**src/hw/rtl/tsc_ram.sv**
```systemverilog
// Generic single-write, single-read RAM with registered read data.
// No dependencies.
`default_nettype none
module tsc_ram #(
  parameter int unsigned Width = 8,
  parameter int unsigned Depth = 2,
  localparam int unsigned AW = (Depth > 1) ? $clog2(Depth) : 1
) (
  input  logic             clk_i,
  input  logic             we_i,
  input  logic [AW-1:0]    waddr_i,
  input  logic [Width-1:0] wdata_i,
  input  logic             re_i,
  input  logic [AW-1:0]    raddr_i,
  output logic [Width-1:0] rdata_o
);

  logic [Width-1:0] mem_q [Depth];

  always_ff @(posedge clk_i) begin
    if (we_i) mem_q[waddr_i] <= wdata_i;
    if (re_i) rdata_o <= mem_q[raddr_i];
  end

endmodule
`default_nettype wire

```
**config.mk**
```make
export PLATFORM = sky130hd
export DESIGN_NAME = tsc_ram
export DESIGN_NICKNAME = d
export VERILOG_FILES = /design/src/hw/rtl/tsc_ram.sv
export SDC_FILE = /design/constraint.sdc
export NUM_CORES = 1
export LEC_CHECK = 0
export ABC_AREA = 1
export BUFFER_PORTS_ARGS = -buffer_cell sky130_fd_sc_hd__buf_2
export CORE_MARGIN = 4
export CORE_UTILIZATION = 30
export CTS_CLUSTER_DIAMETER = 40
export CTS_CLUSTER_SIZE = 10
export DETAILED_ROUTE_END_ITERATION = 8
export PLACE_DENSITY = 0.49
export SYNTH_ARGS = -nofsm -noshare
export SYNTH_HDL_FRONTEND = slang
export SYNTH_SLANG_ARGS = --single-unit
```
**constraint.sdc**
```tcl
create_clock -name clk_i -period 1.6 [get_ports clk_i]
set_clock_uncertainty 0.1 [all_clocks]
set_input_delay 0.24 -clock clk_i [delete_from_list [all_inputs] [get_ports clk_i]]
set_output_delay 0.24 -clock clk_i [all_outputs]
set_load 0.02 [all_outputs]
```
### Word-level counts from Yosys, hierarchy flattened

Memory sizes are Yosys's and may differ from the RTL's. A register that Yosys moved wholly into a read port is not among the register bits.
Cells that the tools add are included.

* bits in registers: 0
* latch bits: 0
* RAM bits: 16
* bits in read-only memories: 0
* input port bits: 13
* output and inout port bits: 8
* word-level logic and storage cells: 3
* memories: 1

Memory list
* mem_q: words 2, bits a word 8, read ports 1, clocked after memory_dff 1, wr ports 1, line 18 `logic [Width-1:0] mem_q [Depth];`

* add/sub/neg operators: 0
* multipliers: 0
* divide/modulo/power cells: 0
* magnitude comparators: 0
* equality and inequality tests: 0
* shift operators: 0
* muxes and demuxes: 2
* bitwise operators: 0
* reductions and logical operators: 0

Operators by type and width (number)
* two-way mux 1 bit: 2

### Logic depth before layout (Yosys ltp)

Gate-level depths: netlist of run 1.

* depth after elaboration: 2
* mapped depth: 4
* depth with buffers taken out: 3

### Least setup slack after synthesis of run 1

Ideal clock, no wire load.

* path kind: input to register
* start point: input port we_i
* end point: memory mem_q[0][0], enable pin
* library setup time: 0.371 ns
* arrival: 0.629 ns
* data required time: 1.129 ns
* path slack: 0.500 ns
* stages: 2
* path buffers: 0
* cells stage by stage: inv_1 nor2_1

* cells in the longest elaborated chain, start to end: 2

RTL lines
* start, declared: line 10 `input logic we_i,`
* two-way mux 1 bit: line 21 `if (we_i) mem_q[waddr_i] <= wdata_i;`
* two-way mux 1 bit (implied by the code): line 21
* end, declared: line 18

Every way passes these cells.

### Final worst setup path of run 1

* start point: register rdata_o[3], read port of mem_q
* end point: output port rdata_o[3]

RTL lines
* start, declared: line 15 `output logic [Width-1:0] rdata_o`

No word-level cell between the ends.

==> impl_metrics.ini, run 1 <==
[setup_path]
cp_top_family = flip-flops
worstPathArrival_ps = 850
r2r_end = rdata_o[4]$_DFFE_PP_
ff2ff_setup_slack_ps = 750
startpoint_type = register
path_max_fanout = 1
r2r_start = mem_q[1][4]$_DFFE_PP_
crit_required_ps = 1260
crit_path_end_kind = output port
cp_slowest_stage_delay_ps = 380
rr_worst_depth = 2
critPathKind = register to output port
path_cells = buf_2
worst-path-buf-inv = 1
crit_path_top_delay_cell = edfxtp_1

[synth]
ys_warn_count = 0
async_reset_ff_share_pct = 0
synth_cell_types = 6
yosys-mux-area-fraction_pct = 0
synthAdderAreaFrac_pct = 0
yosysTopAreaCell = edfxtp_1
synth.top_cell.area_share_pct = 85.71
yosysMostFrequentCell = nand2_1
yosys-top-cells-count = 25 x nand2_1, 24 x edfxtp_1, 2 x inv_1
syn_nets = 67
synth_top_family_by_area = simple AND/OR/NAND/NOR gates
synth-main-ff-cell = edfxtp_1
synth_area_per_cell_sq_um = 15.57
synth-simple-area-share_pct = 11.61
yosys-top-cells-area = edfxtp_1 86%, nand2_1 11%, buf_6 1.3%, inv_1 0.89%, inv_2 0.45%
syn_area_sq_um = 840.8
synthXorXnorAreaFrac_pct = 0
syn_inst = 54
synth-edff-count = 24
ys_seq_area_share_pct = 85.71
synth_compound_area_share_pct = 0
ys_seq_elements = 24

[clock_tree]
clkSinkCount = 24
post_cts_buffers = 0
path_clk_slew_ps = 120
cts_root_buffer = clkbuf_4
htree_levels = 1
clockBufferDepth = 2
cts_buffers = 3
insertion_delay_ps = 300
tritoncts = built

[pwr]
comb_power_share_pct = 8.7
power_leakage_uw = 0.0004424
intPower_uw = 870.4
p_seq_share_pct = 68.4
p_sw_uw = 227.0
p_per_area_nw_per_um2 = 1044
pwr-share-clk_pct = 22.9
swShare_pct = 20.69
ir_worst_vdd_v = 0.0006851

[global_route]
track_usage_pct = 7.045
grt_pass1_wl_mm = 1.773
grt_pass1_vias = 414
grt_max_degree = 14
gr-total-overflow = 0
antenna_found_initial = 0

[timing]
finalCritPeriodShare_pct = 74.06
post-route-min-period_ps = 1185
hold_viol = 0
holdWs_ps = 25.09
fmax_mhz = 843.9
report.final.setup_viol = 0
relSlewSlack_pct = 79.01
tightest_slew_ps = 314.5
drv_slew = 0
rsz0062_at_grt = false
setup_tns_ps = 0

[placement]
placed_cell_area_sq_um = 974.7
gp_congestion = 0.6576
port_buffers = 20

[cells_and_area]
final_area_sq_um = 1051
layout-drive-gt1-share_pct = 30.12
antenna_cells = 0
n_fill_cell = 255
synthToLayoutAreaGrowth_pct = 25.00
nets = 97

[route]
first_pass_iters = 4
first_iter_violations = 10
totalWireLength_mm = 1.168
ant_nets = 0
drc = 0
vias_per_cell = 4.000
route.detailed.wl_per_inst_um = 10.34
vias = 452

[die]
die-area_sq_um = 3714
die_w_um = 60.94
initial_core_util_pct = 32.75
top_level_ports = 21
num_rows = 18
dieHeight_um = 60.94
core_area_sq_um = 2567

[min_path]
min_from = wdata_i[0]
min_path_type = input port to register
hold_path_end = mem_q[0][0]$_DFFE_PP_
hold_path_depth = 1

[run_status]
status = finished, final reports clean

[flow_run]
drv_cap = 0
state kept, by name, summed over array words and instances (netlist names):
name / flops
rdata_o: 8
mem_q: 16
metrics by stage:
| stage | cells | utilization [%] | setup slack [ps] | total power, uW |
|---|---|---|---|---|
| 6_report | 113 | 40.94 | 415.0 | 1097 |
| 5_1_grt | 113 | 40.94 | 352.4 | 1154 |
| 4_1_cts | 109 | 39.38 | 393.7 | 1109 |
| 3_5_place_dp | 104 | 37.96 | 535.5 | 854.5 |
| 3_3_place_gp | 104 | 37.96 | 564.0 | 852.9 |
| 2_1_floorplan | 54 | - | 500.1 | 813.3 |
metal layers:
layer / global-route usage, % / up-vias / routed length, um
met5: 0 / - / 0
met1: 7.307 / 192 / 491
li1: - / 243 / -
met2: 10.84 / 15 / 557
met4: 5.573 / 0 / 10
met3: 3.404 / 2 / 109
cell type report:
class | count | area [sq um] | area share (%)
Sequential cell | 24 | 720.7 | 68.57
Clock inverter | 1 | 3.754 | 0.3571
Inverter | 3 | 11.26 | 1.071
Clock buffer | 3 | 22.52 | 2.143
Tap cell | 30 | 37.54 | 3.571
Timing Repair Buffer | 26 | 157.7 | 15.00
Multi-Input combinational cell | 26 | 97.59 | 9.286
worst max-delay path by stage:
stage | start | end | slack [ps] | cells past startpoint
final | rdata_o[3]$_DFFE_PP_ | rdata_o[3] | 410 | 1
after global routing | rdata_o[7]$_DFFE_PP_ | rdata_o[7] | 350 | 1
after CTS | rdata_o[3]$_DFFE_PP_ | rdata_o[3] | 390 | 1
after detailed placement | waddr_i | mem_q[1][3]$_DFFE_PP_ | 540 | 3
after global placement | waddr_i | mem_q[1][3]$_DFFE_PP_ | 560 | 3
after floorplan | we_i | mem_q[0][0]$_DFFE_PP_ | 500 | 2
timing repair:
item / CTS / global route
hold buffers: 1 / 4
resized for setup: 0 / 0
endpoints found under the hold margin: 2 / 7
power by group through the flow:
stage / sequential [uW] / combinational, uW / clock, uW
global placement: 765 / 87.6 / 0
finish: 751 / 95.9 / 251
floorplan: 784 / 29.0 / 0
global route: 754 / 108 / 292
CTS: 751 / 90.4 / 267
detailed placement: 766 / 88.5 / 0
cells in the final DEF (no fill, tap or decap):
master	n
inv_2	1
nand2_1	25
clkinv_1	1
buf_4	1
buf_2	20
dlygate4sd3_1	5
nor2_1	1
edfxtp_1	24
inv_1	2
clkbuf_4	3
cell families after synthesis:
group / count (synthesis)
buffers and inverters: 4
and+or+nand+nor: 26
DFF: 24
Note: power is estimated with default switching activity, not from simulation.
==> run 2, diff against run 1 <==
==> constraint.sdc (replaced) <==
create_clock -name clk_i -period 1.2 [get_ports clk_i]
set_clock_uncertainty 0.1 [all_clocks]
set_input_delay 0.18 -clock clk_i [delete_from_list [all_inputs] [get_ports clk_i]]
set_output_delay 0.18 -clock clk_i [all_outputs]
set_load 0.02 [all_outputs]
==> run 2 against run 1 <==
Compared with the run above: worst hold slack gained 81 ps; die area is the same; global-route usage grew 0.35 points; largest power group unchanged.
==> impl_metrics.ini, run 2 (synthesis gave the netlist of run 1 again) <==
[route]
first_pass_iters = 4
vias = 462
ant_nets = 0
first_iter_violations = 10
vias_per_cell = 3.983
route.detailed.wl_per_inst_um = 10.03
totalWireLength_mm = 1.164
drc = 0

[die]
die_w_um = 60.94
dieHeight_um = 60.94
top_level_ports = 21
die-area_sq_um = 3714
initial_core_util_pct = 32.75
num_rows = 18
core_area_sq_um = 2567

[timing]
fmax_mhz = 888.9
relSlewSlack_pct = 79.00
holdWs_ps = 105.8
hold_viol = 0
report.final.setup_viol = 0
drv_slew = 0
fin_ws_ps = 75.00
post-route-min-period_ps = 1125
setup_tns_ps = 0
finalCritPeriodShare_pct = 93.75
tightest_slew_ps = 314.7
rsz0062_at_grt = false

[placement]
placed_cell_area_sq_um = 974.7
port_buffers = 20
place_ws_ps = 195.5
gp_congestion = 0.6576

[cells_and_area]
final_common_cell = nand2_1
mostFrequentLayoutCells = 25 x nand2_1, 24 x edfxtp_1, 20 x buf_2, 8 x dlygate4sd3_1, 3 x clkbuf_4
layout-drive-gt1-share_pct = 29.07
largest_reg_flops = 16
reg.largest.list = mem_q: 16 flops, rdata_o: 8 flops
final_area_sq_um = 1081
nets = 100
synthToLayoutAreaGrowth_pct = 28.57
antenna_cells = 0
top_register = mem_q
utilization_pct = 42.11

[setup_path]
worst-path-buf-inv = 1
path_cells = buf_2
crit_path_top_delay_cell = edfxtp_1
cp_top_family = flip-flops
crit_path_end_kind = output port
critPathKind = register to output port
r2r_end = rdata_o[4]$_DFFE_PP_
ff2ff_setup_slack_ps = 350
rr_worst_depth = 2
crit_cells = 1
worstPathArrival_ps = 850
crit_path_start = rdata_o[3]$_DFFE_PP_
startpoint_type = register
crit_path_end = rdata_o[3]
path_max_fanout = 1
r2r_start = mem_q[1][4]$_DFFE_PP_
crit_required_ps = 920
cp_slowest_stage_delay_ps = 380

[global_route]
gr-total-overflow = 0
grt_pass1_wl_mm = 1.890
track_usage_pct = 7.399
grt_pass1_vias = 439
grt_max_degree = 14
antenna_found_initial = 0

[clock_tree]
clockBufferDepth = 2
path_clk_slew_ps = 120
insertion_delay_ps = 300
cts_root_buffer = clkbuf_4
post_cts_buffers = 0
htree_levels = 1
hold_buffers = 8
clkSinkCount = 24
cts_resized = 0
cts_buffers = 3
tritoncts = built

[min_path]
min_path_type = input port to register
hold_path_depth = 1

[run_status]
status = finished, final reports clean

[pwr]
p_per_area_nw_per_um2 = 1360
ir_worst_vdd_v = 0.0009136
power_leakage_uw = 0.0004550

[flow_run]
drv_cap = 0
[run 2: how the worst min path moves through the flow]
stage	startpoint	end	slack, ps
final	re_i	rdata_o[2]$_DFFE_PP_	110
after global routing	re_i	rdata_o[3]$_DFFE_PP_	90
after CTS	re_i	rdata_o[2]$_DFFE_PP_	100
after detailed placement	wdata_i[7]	mem_q[1][7]$_DFFE_PP_	270
after global placement	wdata_i[7]	mem_q[0][7]$_DFFE_PP_	270
after floorplan	wdata_i[0]	mem_q[0][0]$_DFFE_PP_	180
[run 2: final cells by class]
cell class	count	area [sq um]
repair buffers	29	187.7
clock buffers	3	22.52
multi-input cells	26	97.59
fillers	252	1486
flip-flops and latches	24	720.7
inverters	3	11.26
clock inverters	1	3.754
well taps	30	37.54
[run 2: report_power, final]
group	total [uW]	switching [uW]	internal, uW
sequential	1000	12.7	988
combinational	135	77.8	57.4
clock	335	213	121
[run 2: worst register-to-register path, delay by kind of cell (launching register included)]
kind             cells  cell delay (ps)
AND/OR/NAND/NOR      2              120
flip-flops           1              400
[run 2: stage by stage]
stage               power (uW)  instances
floorplan                 1084         54
global placement          1137        104
detailed placement        1139        104
CTS                       1496        116
global route              1547        116
finish                    1471        116
[run 2: metal layers]
layer | global-route usage [%] | part of all wire, % | wire length (um)
met1 | 7.848 | 43 | 501
met2 | 11.76 | 48 | 559
met3 | 2.979 | 7.8 | 91
met4 | 5.573 | 0.86 | 10
met5 | 0 | 0 | 0
